--- src/psp_pkg.sv ---
`default_nettype none

package psp_pkg;

  localparam int CHAR_BITS    = 8;
  localparam int MAX_PREAMBLE = 16;
  localparam int MAX_MESSAGE  = 255;

  localparam int PRE_LEN_BITS = 5;
  localparam int MSG_LEN_BITS = 8;
  localparam int FILL_BITS    = 4;
  localparam int CHARS_BITS   = MAX_PREAMBLE * CHAR_BITS;
  localparam int CFG_DATA_BITS  = 64;
  localparam int CFG_INDEX_BITS = 2;

  localparam logic [CFG_DATA_BITS-1:0] PRE_LOW_RESET  = 64'd6071228645619286339;
  localparam logic [CFG_DATA_BITS-1:0] PRE_HIGH_RESET = 64'd5132105;
  localparam logic [PRE_LEN_BITS-1:0]  PRE_LEN_RESET  = 5'd11;
  localparam logic [MSG_LEN_BITS-1:0]  MSG_LEN_RESET  = 8'd100;

  // Fill count that marks a complete character in the window.
  localparam logic [FILL_BITS-1:0] FILL_FULL  = 4'd8;
  // After a mismatch the window slides one bit: seven bits stay fresh.
  localparam logic [FILL_BITS-1:0] FILL_SLIDE = 4'd7;

  typedef enum logic [CFG_INDEX_BITS-1:0] {
    CFG_PRE_LOW  = 2'd0,
    CFG_PRE_HIGH = 2'd1,
    CFG_PRE_LEN  = 2'd2,
    CFG_MSG_LEN  = 2'd3
  } cfg_reg_t;

  // Effective configuration seen by the detector.
  typedef struct packed {
    logic [CHARS_BITS-1:0]   chars;
    logic [PRE_LEN_BITS-1:0] pre_len;
    logic [MSG_LEN_BITS-1:0] msg_len;
  } cfg_t;

  typedef struct packed {
    logic [CHAR_BITS-1:0]    payload_byte;
    logic [MSG_LEN_BITS-1:0] byte_index;
    logic                    last_byte;
  } result_t;

endpackage

`default_nettype wire

--- src/psp_cfg.sv ---
`default_nettype none

module psp_cfg
  import psp_pkg::*;
(
  input  wire logic                      clk,
  input  wire logic                      rst,
  input  wire logic                      cfg_write,
  input  wire logic [CFG_INDEX_BITS-1:0] cfg_index,
  input  wire logic [CFG_DATA_BITS-1:0]  cfg_data,
  output cfg_t                           cfg
);

  logic [CFG_DATA_BITS-1:0] pre_low;
  logic [CFG_DATA_BITS-1:0] pre_high;
  logic [PRE_LEN_BITS-1:0]  pre_len;
  logic [MSG_LEN_BITS-1:0]  msg_len;

  always_ff @(posedge clk) begin
    if (rst) begin
      pre_low  <= PRE_LOW_RESET;
      pre_high <= PRE_HIGH_RESET;
      pre_len  <= PRE_LEN_RESET;
      msg_len  <= MSG_LEN_RESET;
    end else if (cfg_write) begin
      case (cfg_reg_t'(cfg_index))
        CFG_PRE_LOW:  pre_low  <= cfg_data;
        CFG_PRE_HIGH: pre_high <= cfg_data;
        CFG_PRE_LEN:  pre_len  <= cfg_data[PRE_LEN_BITS-1:0];
        CFG_MSG_LEN:  msg_len  <= cfg_data[MSG_LEN_BITS-1:0];
        default: ;
      endcase
    end
  end

  // Zero lengths act as one; preamble length saturates at the table size.
  always_comb begin
    cfg.chars = {pre_high, pre_low};
    if (pre_len == '0) begin
      cfg.pre_len = PRE_LEN_BITS'(1);
    end else if (pre_len > PRE_LEN_BITS'(MAX_PREAMBLE)) begin
      cfg.pre_len = PRE_LEN_BITS'(MAX_PREAMBLE);
    end else begin
      cfg.pre_len = pre_len;
    end
    cfg.msg_len = (msg_len == '0) ? MSG_LEN_BITS'(1) : msg_len;
  end

endmodule

`default_nettype wire

--- src/psp_core.sv ---
`default_nettype none

module psp_core
  import psp_pkg::*;
(
  input  wire logic clk,
  input  wire logic rst,
  input  wire cfg_t cfg,
  input  wire logic step,
  input  wire logic bit_in,
  output logic      res_valid,
  output result_t   res
);

  logic [CHAR_BITS-1:0]    bit_window;
  logic [FILL_BITS-1:0]    fill_count;
  logic [PRE_LEN_BITS-1:0] match_index;
  logic                    capturing;
  logic [MSG_LEN_BITS-1:0] payload_count;

  logic [CHAR_BITS-1:0]    bit_window_next;
  logic [FILL_BITS-1:0]    fill_count_next;
  logic [PRE_LEN_BITS-1:0] match_index_next;
  logic                    capturing_next;
  logic [MSG_LEN_BITS-1:0] payload_count_next;

  logic [FILL_BITS-1:0]    fill_inc;
  logic [CHAR_BITS-1:0]    expect_char;
  logic [PRE_LEN_BITS-1:0] match_inc;
  logic                    last;

  always_comb begin
    bit_window_next    = {bit_in, bit_window[CHAR_BITS-1:1]};
    fill_inc           = (fill_count < FILL_FULL) ? fill_count + FILL_BITS'(1) : fill_count;
    expect_char        = cfg.chars[{match_index[3:0], 3'b000} +: CHAR_BITS];
    match_inc          = match_index + PRE_LEN_BITS'(1);
    last               = ({1'b0, payload_count} + 9'd1) >= {1'b0, cfg.msg_len};

    fill_count_next    = fill_inc;
    match_index_next   = match_index;
    capturing_next     = capturing;
    payload_count_next = payload_count;
    res_valid          = 1'b0;
    res.payload_byte   = bit_window_next;
    res.byte_index     = payload_count;
    res.last_byte      = last;

    if (fill_inc == FILL_FULL) begin
      if (capturing) begin
        res_valid       = 1'b1;
        fill_count_next = '0;
        if (last) begin
          payload_count_next = '0;
          capturing_next     = 1'b0;
          match_index_next   = '0;
        end else begin
          payload_count_next = payload_count + MSG_LEN_BITS'(1);
        end
      end else if (bit_window_next == expect_char) begin
        match_index_next = match_inc;
        fill_count_next  = '0;
        if (match_inc >= cfg.pre_len) begin
          capturing_next     = 1'b1;
          payload_count_next = '0;
        end
      end else begin
        match_index_next = '0;
        fill_count_next  = FILL_SLIDE;
      end
    end
  end

  always_ff @(posedge clk) begin
    if (rst) begin
      bit_window    <= '0;
      fill_count    <= '0;
      match_index   <= '0;
      capturing     <= 1'b0;
      payload_count <= '0;
    end else if (step) begin
      bit_window    <= bit_window_next;
      fill_count    <= fill_count_next;
      match_index   <= match_index_next;
      capturing     <= capturing_next;
      payload_count <= payload_count_next;
    end
  end

`ifndef SYNTHESIS
  a_fill_bounded: assert property (@(posedge clk) disable iff (rst)
    fill_count <= FILL_FULL)
    else $error("fill count past a full character");

  a_capture_needs_match: assert property (@(posedge clk) disable iff (rst)
    capturing |-> match_index != '0)
    else $error("capturing without a matched preamble");

  a_last_ends_frame: assert property (@(posedge clk) disable iff (rst)
    step && res_valid && res.last_byte |=> !capturing && payload_count == '0)
    else $error("frame did not end after last byte");

  a_result_only_capturing: assert property (@(posedge clk) disable iff (rst)
    res_valid |-> capturing)
    else $error("result while searching");
`endif

endmodule

`default_nettype wire

--- src/preamble_sync_payload_capture.sv ---
// Latency: a stream bit accepted at one edge is processed at the next edge at which the
//   result register is empty or drained; its byte, if any, is on the outputs from that edge.
// Throughput: one bit per cycle; while a byte waits under out_stall and the input register
//   is full, in_stall follows out_stall in the same cycle.
// Reset (rst, synchronous): clears search/capture state and both pipeline valids,
//   and loads the configuration registers with their default preamble and lengths.
`default_nettype none

module preamble_sync_payload_capture
  import psp_pkg::*;
(
  input  wire logic                      clk,
  input  wire logic                      rst,
  // configuration write port
  input  wire logic                      cfg_write,
  input  wire logic [CFG_INDEX_BITS-1:0] cfg_index,
  input  wire logic [CFG_DATA_BITS-1:0]  cfg_data,
  // bit stream in
  input  wire logic                      in_valid,
  output logic                           in_stall,
  input  wire logic                      stream_bit,
  // payload bytes out
  output logic                           out_valid,
  input  wire logic                      out_stall,
  output logic [CHAR_BITS-1:0]           payload_byte,
  output logic [MSG_LEN_BITS-1:0]        byte_index,
  output logic                           last_byte
);

  cfg_t    cfg;
  result_t res;
  logic    res_valid;

  // Input register: one buffered stream bit.
  logic    s1_valid;
  logic    s1_bit;
  logic    in_beat;
  // The buffered bit moves through the detector when the result register
  // is empty or is being drained this cycle.
  logic    step;

  assign step     = s1_valid && (!out_valid || !out_stall);
  assign in_stall = s1_valid && !step;
  assign in_beat  = in_valid && !in_stall;

  psp_cfg u_cfg (
    .clk       (clk),
    .rst       (rst),
    .cfg_write (cfg_write),
    .cfg_index (cfg_index),
    .cfg_data  (cfg_data),
    .cfg       (cfg)
  );

  psp_core u_core (
    .clk       (clk),
    .rst       (rst),
    .cfg       (cfg),
    .step      (step),
    .bit_in    (s1_bit),
    .res_valid (res_valid),
    .res       (res)
  );

  always_ff @(posedge clk) begin
    if (rst) begin
      s1_valid <= 1'b0;
    end else if (in_beat) begin
      s1_valid <= 1'b1;
    end else if (step) begin
      s1_valid <= 1'b0;
    end
  end

  // Payload of the input register needs no reset.
  always_ff @(posedge clk) begin
    if (in_beat) begin
      s1_bit <= stream_bit;
    end
  end

  // Result register. Bits that complete no payload byte leave it empty.
  always_ff @(posedge clk) begin
    if (rst) begin
      out_valid <= 1'b0;
    end else if (step) begin
      out_valid <= res_valid;
    end else if (!out_stall) begin
      out_valid <= 1'b0;
    end
  end

  always_ff @(posedge clk) begin
    if (step && res_valid) begin
      payload_byte <= res.payload_byte;
      byte_index   <= res.byte_index;
      last_byte    <= res.last_byte;
    end
  end

`ifndef SYNTHESIS
  a_stall_only_when_full: assert property (@(posedge clk) disable iff (rst)
    in_stall |-> s1_valid && out_valid && out_stall)
    else $error("input stalled with room downstream");

  a_held_result: assert property (@(posedge clk) disable iff (rst)
    out_valid && out_stall |=> out_valid && $stable(payload_byte) && $stable(byte_index))
    else $error("stalled result lost or changed");

  a_step_needs_room: assert property (@(posedge clk) disable iff (rst)
    step |-> !(out_valid && out_stall))
    else $error("bit processed into an occupied result register");
`endif

endmodule

`default_nettype wire

--- config.mk ---
export PLATFORM = sky130hd
export DESIGN_NAME = preamble_sync_payload_capture
export DESIGN_NICKNAME = d
export VERILOG_FILES = /design/src/psp_pkg.sv /design/src/psp_cfg.sv /design/src/psp_core.sv /design/src/preamble_sync_payload_capture.sv
export SDC_FILE = /design/constraint.sdc
export NUM_CORES = 1
export LEC_CHECK = 0
export ABC_AREA = 0
export CELL_PAD_IN_SITES_DETAIL_PLACEMENT = 2
export CELL_PAD_IN_SITES_GLOBAL_PLACEMENT = 2
export CORE_ASPECT_RATIO = 0.6
export CORE_UTILIZATION = 37
export CTS_BUF_LIST = sky130_fd_sc_hd__clkbuf_8 sky130_fd_sc_hd__clkbuf_16
export CTS_CLUSTER_SIZE = 28
export DETAILED_ROUTE_END_ITERATION = 16
export DONT_BUFFER_PORTS = 1
export HOLD_SLACK_MARGIN = 0.05
export PLACE_DENSITY_LB_ADDON = 0.1
export SETUP_SLACK_MARGIN = 0.1
export SLEW_MARGIN = 20
export SYNTH_ARGS = -nofsm -noshare
export SYNTH_HDL_FRONTEND = slang
export SYNTH_HIERARCHICAL = 1
export SYNTH_SLANG_ARGS = --single-unit
export TNS_END_PERCENT = 5
--- constraint.sdc ---
create_clock -name clk -period 2.85 [get_ports clk]
set_input_delay 0.285 -clock clk [delete_from_list [all_inputs] [get_ports clk]]
set_output_delay 0.285 -clock clk [all_outputs]
set_load 0.05 [all_outputs]
==> results.md, run 1 <==
- Run status: finished with violations
- Failing checks: setup timing
- Seq cells post-synth: 186
- RSZ-0062 raised after global routing: yes
- CP max stage delay: 0.58 ns
- DRT iter0 DRCs: 424
- Crit path buf inv count: 1
- Worst rel slew slack: 0.295
- Core box area: 25,400 um^2
- Fin cells: 1,365
- Clock Path Buffers: 2
- Compound-cell area share of the yosys netlist: 0.0531
- Class of the worst hold path: input pin to register
- H-tree levels: 4
- Fraction of the mapped netlist area in simple logic gates: 0.204
- Chip width: 210 um
- Rows: 45
- Syn avg cell area: 10.2 um^2
- Multi-input combinational cell area: 5360 um^2
- Sequential fraction of the synthesis area: 0.405
- Post-synth top area cell: dfxtp_1
- Largest net degree at the start of global routing: 108
- Fmax: 0.345 GHz
- Vias per cell: 5.47
- CTS sink count: 186
- DR DRC count: 0
- Clock Latency Late Sink: 0.46 ns
- Final setup vio count: 11
- Register area: 3910 um^2
- Hold WS: 0.0679 ns
- Max-cap violations: 0
- Synthesized instance count: 948
- Dpl ws: -0.124 ns
- Layout Nets: 1,088
- CP Max Fanout: 8
- Critical Path Slowest Stage Cell: mux4_2
- Via count: 7,460
- Initial antenna violation count: 1
- Final ANT Viol Nets: 0
- FFs w/ async S/R, synth: 0
- Pleak: 4.41 nW
- Worst Path Required: 3.18 ns
- DIE AREA: 26,700 um^2
- Synth Area in XOR/XNOR: 0.0109
- Routed WL: 34,300 um
- VDD IR max: 0.336 mV
- Multiplexer share of the synthesized area: 0.253
- Commonest non-fill, non-tap cell in the layout: nand2b_1
- CP endpoint kind: register
- Largest family of logic cells by synthesized area: multiplexers
- Min Tclk post-route: 2.90 ns
- Fillcell total: 2,602
- TritonCTS Buffers: 17
- Syn nets: 1,036
- Post-synthesis adder-cell area fraction: 0.0208
- Total GRT Usage: 0.267
- Area grow syn2layout: 19.3%
- TritonCTS clock tree: yes
- Synthesis Warnings: 6
- Top post-synthesis cells by area: dfxtp_1, mux2i_1, nand2b_1
- Most frequent cells in the layout: nand2b_1, dfxtp_1, mux2i_1
- Worst setup SP type: register
- Worst-Margin Slew: 1.05 ns
- CP Data Arrival Time: 3.23 ns
- Grt ovf: 0
- Vias in the first global route: 8,048
- Clock transition at path regs: 0.07 ns
- Final slew viol count: 0
- Layout Skew: 0.0129 ns
- IO Pins: 91
- WS Path Type: register to register
- Share of layout cells above drive strength 1: 0.161
- Crit-path leading delay family: compound AO/OA/AOI/OAI gates
- First-pass GRT wire length: 51,800 um
- Initial Util: 0.379
- N_diodes: 0
- Final Hold Vio Count: 0
- Die H: 127 um
- Worst path cell trace: buf_12 > mux4_2 > a22o_1 > a21oi_1 > o22ai_1 > a211o_1 > o31a_1 > o21bai_4 > o21ai_0
- Post-synth top area share: 0.349
- Tcrit/Tclk final: 1.02
- CTS root buf: clkbuf_16
- DP HPWL: 22,600 um
- Synth Cell Area: 9630 um^2
- DRT Pass-1 Iters: 5
- Routability congestion estimate: 0.864
- Final WS setup: -0.0513 ns
- Port Buf Inserts: 0
- Post-synth cell types: 62
- Most used DFF post-synth: dfxtp_1
- Power Density: 495 nW/um^2
- Wire per inst: 25.2 um
- Cells after DPL: 1,273
- Number of synthesized flops with an enable pin: 18
-- cell usage after synthesis, types with 8 or more instances --
library cell	number
clkbuf_1	42
ha_1	16
mux4_2	33
nand2_1	27
dfxtp_1	168
nand2b_1	169
inv_1	30
nor2_1	100
buf_2	13
edfxtp_1	18
mux2i_1	164
buf_4	8
xnor2_1	9
a21oi_1	20
nand3_1	13
-- registers in the layout, summed over array words and instances, names as in the netlist --
| name | cells |
|---|---|
| u_core/fill_count | 4 |
| out_valid | 1 |
| u_cfg/pre_high | 64 |
| s1_valid | 1 |
| payload_byte | 8 |
| u_core/capturing | 1 |
| u_core/bit_window | 7 |
| u_cfg/pre_len | 5 |
| u_core/payload_count | 8 |
| u_cfg/pre_low | 64 |
| byte_index | 8 |
| u_core/match_index | 5 |
| last_byte | 1 |
| s1_bit | 1 |
| u_cfg/msg_len | 8 |
-- cell families after synthesis --
logic type	count (synthesis)
buf+inv	103
simple gates	361
fa+ha+maj	16
mux	200
flops	186
xor+xnor	12
compound gates	70
-- repair_timing --
action	in CTS	in global routing
hold endpoints to repair	135	0
endpoints found under the setup margin	17	17
buffers inserted	5	0
pin swaps	10	16
resized for setup	12	26
hold buffers	55	0
-- stage by stage --
step	power, mW	utilization	cell area [um^2]	setup TNS [ns]
6_report	5.69	0.452	11500	-0.304
5_1_grt	5.89	0.452	11500	-1.69
3_5_place_dp	3.17	0.398	10100	-0.936
2_1_floorplan	3.10	-	9630	0
4_1_cts	5.74	0.448	11400	-0.539
3_3_place_gp	3.15	0.398	10100	-0.938
-- worst register-to-register path, stage by stage (launching register included) --
cell,delay (ns)
dfxtp_4,0.41
buf_12,0.15
mux4_2,0.58
a22o_1,0.27
a21oi_1,0.17
o22ai_1,0.11
a211o_1,0.32
o31a_1,0.35
o21bai_4,0.27
o21ai_0,0.15
-- layer usage --
metal / wire, um / up-vias / global-route usage
met3: 1460 / 26 / 0.0489
met1: 17600 / 3885 / 0.391
met4: 428 / 0 / 0.0730
met5: 0 / - / 0
li1: - / 3396 / -
met2: 14900 / 153 / 0.399
-- report_power, final --
group | internal (mW) | switching [mW]
clock network | 1.32 | 1.11
logic | 0.235 | 0.252
registers | 2.71 | 0.0632
-- final timing paths --
check	from	end	slack, ns	cells past startpoint
max	u_core/match_index[0]$_SDFFE_PP0P_	u_core/payload_count[0]$_SDFFE_PP0P_	-0.05	9
min	cfg_data[8]	u_cfg/pre_high[8]$_SDFFE_PP1P_	0.07	2
max reg2reg	u_core/match_index[0]$_SDFFE_PP0P_	u_core/payload_count[0]$_SDFFE_PP0P_	-0.05	9
min reg2reg	u_cfg/pre_high[38]$_SDFFE_PP0P_	u_cfg/pre_high[38]$_SDFFE_PP0P_	0.48	2
-- area by class of cell --
type / instances / area share
multi-input combinational: 659 / 0.467
sequential: 186 / 0.340
timing repair buffer: 105 / 0.0932
tap: 352 / 0.0383
clock buffer: 18 / 0.0382
clock inverter: 14 / 0.0128
inverter: 31 / 0.0101
Note: power is estimated with default switching activity, not from simulation.
==> inputs of run 2 (changes only) <==
--- a/config.mk
+++ b/config.mk
@@ -15,9 +15,9 @@
 export DETAILED_ROUTE_END_ITERATION = 16
 export DONT_BUFFER_PORTS = 1
 export HOLD_SLACK_MARGIN = 0.05
+export MAX_ROUTING_LAYER = met4
 export PLACE_DENSITY_LB_ADDON = 0.1
 export SETUP_SLACK_MARGIN = 0.1
-export SLEW_MARGIN = 20
 export SYNTH_ARGS = -nofsm -noshare
 export SYNTH_HDL_FRONTEND = slang
 export SYNTH_HIERARCHICAL = 1
==> run 2 against run 1 <==
Global-route usage is 0.74 points higher. Critical path type unchanged. The run still ends with setup timing left. Power is 1.5% higher. Largest cell class unchanged. Critical path depth stayed put. Final area is 0.21% lower.
==> results.md, run 2 (synthesized netlist as in run 1, its figures left out) <==
- CTS sink count: 186 (unchanged)
- DIE AREA: 26,700 um^2 (unchanged)
- DP HPWL: 23,000 um (+1.4%)
- TritonCTS Buffers: 17 (unchanged)
- TritonCTS clock tree: yes
- Routability congestion estimate: 0.853 (-1.2%)
- Fin util: 0.452 (-0.000936)
- Power Density: 504 nW/um^2 (+1.7%)
- WS Path Type: register to register
- RSZ-0062 raised after global routing: yes
- Min Tclk post-route: 2.91 ns (+0.0127 ns)
- Worst setup SP type: register
- Wire per inst: 24.8 um (-1.3%)
- Setup TNS: -0.399 ns (-0.0945 ns)
- Worst r2r path cells: 9 (unchanged)
- CTS root buf: clkbuf_16
- Vias in the first global route: 8,088 (+0.50%)
- Final WS setup: -0.0640 ns (-0.0127 ns)
- Total GRT Usage: 0.274 (+0.00744)
- Vias per cell: 5.42 (-0.77%)
- CP max stage delay: 0.54 ns (-0.04 ns)
- Crit-path leading delay family: compound AO/OA/AOI/OAI gates
- Top Registers: u_cfg/pre_high x64, u_cfg/pre_low x64
- FF-to-FF Start: u_core/match_index[0]$_SDFFE_PP0P_
- Share of layout cells above drive strength 1: 0.138 (-0.0231)
- Class of the worst hold path: input pin to register
- Worst path cell trace: buf_12 > mux4_2 > xnor2_1 > a21oi_1 > nor4b_1 > o2111ai_2 > o31a_1 > o21bai_4 > o221ai_1
- Hold depth: 2 (unchanged)
- FF-to-FF setup slack: -0.06 ns (about the same)
- Initial Util: 0.379 (unchanged)
- Critical Path Slowest Stage Cell: mux4_2
- Crit path buf inv count: 1 (unchanged)
- Rows: 45 (unchanged)
- VDD IR max: 0.249 mV (-26%)
- Worst Path Required: 3.18 ns (about the same)
- Chip width: 210 um (unchanged)
- Fin cells: 1,370 (+0.37%)
- Largest net degree at the start of global routing: 120 (+11%)
- Layout Nets: 1,092 (+0.37%)
- WHS Endpoint: u_cfg/pre_low[29]$_SDFFE_PP0P_
- CP endpoint kind: register
- Final slew viol count: 0 (unchanged)
- Die H: 127 um (unchanged)
- Grt ovf: 0 (unchanged)
- Fillcell total: 2,621 (+0.73%)
- Cells after DPL: 1,275 (+0.16%)
- Port Buf Inserts: 0 (unchanged)
- Hold_sp: cfg_data[29]
- Final Hold Vio Count: 0 (unchanged)
- DRT Pass-1 Iters: 5 (unchanged)
- First-pass GRT wire length: 51,800 um (about the same)
- Routed WL: 34,000 um (-0.93%)
- Commonest non-fill, non-tap cell in the layout: nand2b_1
- Clock Path Buffers: 2 (unchanged)
- Worst rel slew slack: 0.444 (+0.150)
- IO Pins: 91 (unchanged)
- Most frequent cells in the layout: nand2b_1, dfxtp_1, mux2i_1
- DRT iter0 DRCs: 426 (+0.47%)
- Pleak: 4.44 nW (+0.51%)
- R2r endpoint: u_core/payload_count[3]$_SDFFE_PP0P_
- Core box area: 25,400 um^2 (unchanged)
- Final ANT Viol Nets: 0 (unchanged)
- Final Power: 5.77 mW (+1.5%)
- Fmax: 0.343 GHz (-0.44%)
- Initial antenna violation count: 4 (+3)
- Clock transition at path regs: 0.07 ns (about the same)
- Layout Skew: 0.00984 ns (-0.00303 ns)
- Clock Latency Late Sink: 0.46 ns (about the same)
- Worst-Margin Slew: 0.831 ns (-0.224 ns)
- DR DRC count: 0 (unchanged)
- Tcrit/Tclk final: 1.02 (+0.00446)
- Failing checks: setup timing
- Final setup vio count: 11 (unchanged)
- CP Max Fanout: 9 (+1)
- Area grow syn2layout: 19.1%
- Via count: 7,430 (-0.40%)
- Run status: finished with violations
- H-tree levels: 4 (unchanged)
- CP Data Arrival Time: 3.24 ns (about the same)
- Max-cap violations: 0 (unchanged)
==> run 2: changes by cell type in the layout (fill, tap and decap cells not counted), sizes merged <==
cell         delta
buf             +1
bufinv          +2
clkinv          -1
clkinvlp        -4
diode           +2
dlygate4sd3     +3
inv             +2
==> run 2: area by class of cell <==
type                       instances  area, um^2  share of cell area
tap                              352         440              0.0384
clock buffer                      18         439              0.0383
inverter                          31         116              0.0101
timing repair buffer             109        1120              0.0978
multi-input combinational        659        5270               0.460
sequential                       186        3910               0.341
antenna                            2        5.00            0.000436
clock inverter                    13         163              0.0142
==> run 2: worst register-to-register path, cell delays in order (launching register included) <==
cell and delay (ns):
dfxtp_4 0.41, buf_12 0.16, mux4_2 0.54, xnor2_1 0.21, a21oi_1 0.10, nor4b_1 0.40, o2111ai_2 0.22, o31a_1 0.34
o21bai_4 0.24, o221ai_1 0.17
==> run 2: routing by layer <==
metal | part of all wire | up-vias | track usage
met5 | 0 | - | -
met4 | 0.019 | 0 | 0.0880
met3 | 0.045 | 41 | 0.0565
met2 | 0.43 | 147 | 0.401
met1 | 0.51 | 3857 | 0.378
li1 | - | 3385 | -
==> run 2: worst max path at each step <==
stage	cells after the start	from	slack, ns	to
floorplan	10	u_core/match_index[0]$_SDFFE_PP0P_	0.14	u_core/payload_count[2]$_SDFFE_PP0P_
global placement	10	u_core/match_index[0]$_SDFFE_PP0P_	-0.16	u_core/payload_count[4]$_SDFFE_PP0P_
detailed placement	10	u_core/match_index[0]$_SDFFE_PP0P_	-0.23	u_core/payload_count[5]$_SDFFE_PP0P_
CTS	9	u_core/match_index[0]$_SDFFE_PP0P_	-0.06	u_core/payload_count[5]$_SDFFE_PP0P_
global route	13	u_core/match_index[0]$_SDFFE_PP0P_	-0.16	u_core/match_index[2]$_SDFFE_PP0P_
finish	9	u_core/match_index[0]$_SDFFE_PP0P_	-0.06	u_core/payload_count[3]$_SDFFE_PP0P_
==> run 2: power by group <==
| part | leakage (nW) | total, mW | switching [mW] | internal (mW) |
|---|---|---|---|---|
| Sequential | 1.53 | 2.77 | 0.0643 | 2.71 |
| Clock | 0.316 | 2.52 | 1.06 | 1.47 |
| Combinational | 2.59 | 0.478 | 0.244 | 0.234 |
==> run 2: metrics by stage <==
step | instance area, um^2 | worst slack (ns) | hold WS (ns)
floorplan | 9630 | 0.138 | 0.347
global placement | 10200 | -0.162 | 0.359
detailed placement | 10200 | -0.233 | 0.366
CTS | 11400 | -0.0620 | 0.0502
global route | 11500 | -0.162 | 0.0560
finish | 11500 | -0.0640 | 0.0549
==> run 2: what timing repair did <==
action / in CTS / in global routing
gates resized for setup: 11 / 5
pin swaps: 8 / 3
cloned: 0 / 0
endpoints found under the setup margin: 17 / 17
buffers inserted: 3 / 1
hold buffers: 58 / 0
endpoints found under the hold margin: 137 / 0
==> inputs of run 3 (changes only) <==
--- a/config.mk
+++ b/config.mk
@@ -8,7 +8,6 @@
 export ABC_AREA = 0
 export CELL_PAD_IN_SITES_DETAIL_PLACEMENT = 2
 export CELL_PAD_IN_SITES_GLOBAL_PLACEMENT = 2
-export CORE_ASPECT_RATIO = 0.6
 export CORE_UTILIZATION = 37
 export CTS_BUF_LIST = sky130_fd_sc_hd__clkbuf_8 sky130_fd_sc_hd__clkbuf_16
 export CTS_CLUSTER_SIZE = 28
@@ -22,4 +21,3 @@
 export SYNTH_HDL_FRONTEND = slang
 export SYNTH_HIERARCHICAL = 1
 export SYNTH_SLANG_ARGS = --single-unit
-export TNS_END_PERCENT = 5
==> run 3 against run 2 <==
The run still ends with setup timing left. Via count is 1.6% lower. Sequential share of layout area is 1.3 points lower. Flip-flop and latch count stayed put. Clock-buffer cell count is 1 lower. Die area hardly changed. Cell count is 0.58% higher. Clock power hardly changed. Sequential power hardly changed. Critical endpoint is now u_core/fill_count[1]$_SDFFE_PP0P_. Largest cell class unchanged. Largest power group unchanged.
==> results.md, run 3 (synthesized netlist as in run 1, its figures left out) <==
- DP HPWL: 22,100 um (-3.7%)
- Final Hold Vio Count: 0 (unchanged)
- DRT Pass-1 Iters: 4 (-1)
- N_diodes: 0 (-2)
- Run status: finished with violations
- Die H: 163 um (+29%)
- Final setup vio count: 14 (+3)
- Final slew viol count: 0 (unchanged)
- DRT iter0 DRCs: 233 (-45%)
- Via count: 7,311 (-1.6%)
- Worst-Margin Slew: 0.867 ns (+0.0363 ns)
- Clock transition at path regs: 0.08 ns (about the same)
- Failing checks: setup timing
- Hold depth: 2 (unchanged)
- Register area: 3910 um^2 (about the same)
- Max-cap violations: 0 (unchanged)
- Final WS setup: -0.0926 ns (-0.0286 ns)
- Vias per cell: 5.31 (-2.2%)
- Min Tclk post-route: 2.94 ns (+0.0286 ns)
- Fin util: 0.471 (+0.0196)
- Worst rel slew slack: 0.422 (-0.0224)
- CTS root buf: clkbuf_16
- Tcrit/Tclk final: 1.03 (+0.0100)
- Clock Latency Late Sink: 0.44 ns (-0.02 ns)
- Layout Skew: 0.0185 ns (+0.00862 ns)
- Layout Nets: 1,123 (+2.8%)
- Top Registers: u_cfg/pre_high x64, u_cfg/pre_low x64
- Rows: 58 (+29%)
- Final Instance Area: 11,900 um^2 (+4.1%)
- Most frequent cells in the layout: nand2b_1, dfxtp_1, mux2i_1
- Routed WL: 32,100 um (-5.7%)
- Area grow syn2layout: 23.9%
- Commonest non-fill, non-tap cell in the layout: nand2b_1
- VDD IR max: 0.340 mV (+36%)
- Wire per inst: 23.3 um (-6.3%)
- Class of the worst hold path: input pin to register
- Worst setup SP type: register
- CTS sink count: 186 (unchanged)
- R2r endpoint: u_core/fill_count[1]$_SDFFE_PP0P_
- Fmax: 0.340 GHz (-0.97%)
- Clock Path Buffers: 2 (unchanged)
- Fin cells: 1,378 (+0.58%)
- TritonCTS Buffers: 17 (unchanged)
- Core box area: 25,300 um^2 (-0.26%)
- First-pass GRT wire length: 48,700 um (-5.8%)
- WS Path Type: register to register
- CP Max Fanout: 7 (-2)
- Multi-input combinational cell area: 5500 um^2 (+4.3%)
- Largest net degree at the start of global routing: 158 (+32%)
- Port Buf Inserts: 0 (unchanged)
- IO Pins: 91 (unchanged)
- Share of layout cells above drive strength 1: 0.200 (+0.0626)
- Cells after DPL: 1,263 (-0.94%)
- Chip width: 163 um (-22%)
- DIE AREA: 26,700 um^2 (about the same)
- Routability congestion estimate: 0.897 (+5.1%)
- DR DRC count: 0 (unchanged)
- Total GRT Usage: 0.255 (-0.0194)
- Final ANT Viol Nets: 0 (unchanged)
- FF-to-FF setup slack: -0.09 ns (-0.03 ns)
- Power Density: 482 nW/um^2 (-4.4%)
- Initial Util: 0.380 (+0.000993)
- Vias in the first global route: 8,214 (+1.6%)
- Grt ovf: 0 (unchanged)
- Fillcell total: 2,640 (+0.72%)
- RSZ-0062 raised after global routing: yes
- H-tree levels: 4 (unchanged)
- Initial antenna violation count: 1 (-3)
- Pleak: 4.66 nW (+5.0%)
- FF-to-FF Start: u_core/match_index[0]$_SDFFE_PP0P_
- TritonCTS clock tree: yes
- CP Data Arrival Time: 3.31 ns (+0.07 ns)
- WHS Endpoint: u_cfg/pre_len[3]$_SDFFE_PP1P_
- Worst r2r path cells: 12 (+3)
- Post-DP Area: 10,100 um^2 (-0.15%)
- Dpl ws: -0.404 ns (-0.171 ns)
- CP endpoint kind: register
- Hold_sp: cfg_data[3]
- Worst Path Required: 3.22 ns (+0.04 ns)
[run 3: power breakdown]
part,total (mW),leakage (nW),switching (mW),internal (mW)
logic,0.461,2.83,0.219,0.242
registers,2.77,1.53,0.0622,2.71
clock network,2.52,0.303,1.24,1.28
[run 3: final cells by class]
cell class / count / area share
Multi-Input combinational cell: 659 / 0.461
Sequential cell: 186 / 0.328
Clock inverter: 15 / 0.0160
Clock buffer: 17 / 0.0357
Inverter: 31 / 0.00975
Tap cell: 330 / 0.0346
Timing Repair Buffer: 140 / 0.115
[run 3: routing by layer]
metal	up-vias	wire, um	share of wire	track usage
met5	-	0	0	-
met4	0	738	0.023	0.0756
met3	30	799	0.025	0.0361
met2	110	16900	0.53	0.458
met1	3714	13600	0.42	0.290
li1	3457	-	-	-
[run 3: critical path, cell delays in order, from the launching register on]
cell       delay, ns
dfxtp_4         0.37
buf_12          0.14
buf_12          0.12
buf_4           0.10
mux4_2          0.50
or3_1           0.37
o2111a_2        0.17
o2111ai_4       0.23
buf_4           0.15
buf_6           0.11
nor2_4          0.04
or4_4           0.43
a21oi_2         0.15
[run 3: what timing repair did]
| item | CTS | global route |
|---|---|---|
| buffers inserted | 11 | 15 |
| hold buffers | 57 | 0 |
| endpoints found under the hold margin | 126 | 0 |
| setup endpoints to repair | 17 | 17 |
| pin swaps | 21 | 26 |
| cloned | 1 | 0 |
| gates resized for setup | 40 | 42 |
[run 3: metrics by stage]
| stage | power [mW] | hold WS (ns) | setup TNS (ns) |
|---|---|---|---|
| after detailed placement | 3.17 | 0.375 | -5.02 |
| after CTS | 5.80 | 0.0500 | -0.983 |
| after global placement | 3.15 | 0.368 | -4.03 |
| after floorplan | 3.10 | 0.347 | 0 |
| final | 5.75 | 0.0920 | -0.795 |
| after global routing | 5.95 | 0.0670 | -2.76 |
[run 3: how the worst max path moves through the flow]
stage                                            to                          startpoint  slack (ns)  cells after the start
2_1_floorplan  u_core/payload_count[2]$_SDFFE_PP0P_  u_core/match_index[0]$_SDFFE_PP0P_        0.14                     10
3_3_place_gp   u_core/payload_count[3]$_SDFFE_PP0P_  u_core/match_index[0]$_SDFFE_PP0P_       -0.34                      9
3_5_place_dp   u_core/payload_count[6]$_SDFFE_PP0P_  u_core/match_index[0]$_SDFFE_PP0P_       -0.40                      9
4_1_cts        u_core/payload_count[2]$_SDFFE_PP0P_  u_core/match_index[0]$_SDFFE_PP0P_       -0.14                     10
5_1_grt        u_core/payload_count[3]$_SDFFE_PP0P_  u_core/match_index[0]$_SDFFE_PP0P_       -0.22                     10
6_report          u_core/fill_count[1]$_SDFFE_PP0P_  u_core/match_index[0]$_SDFFE_PP0P_       -0.09                     12
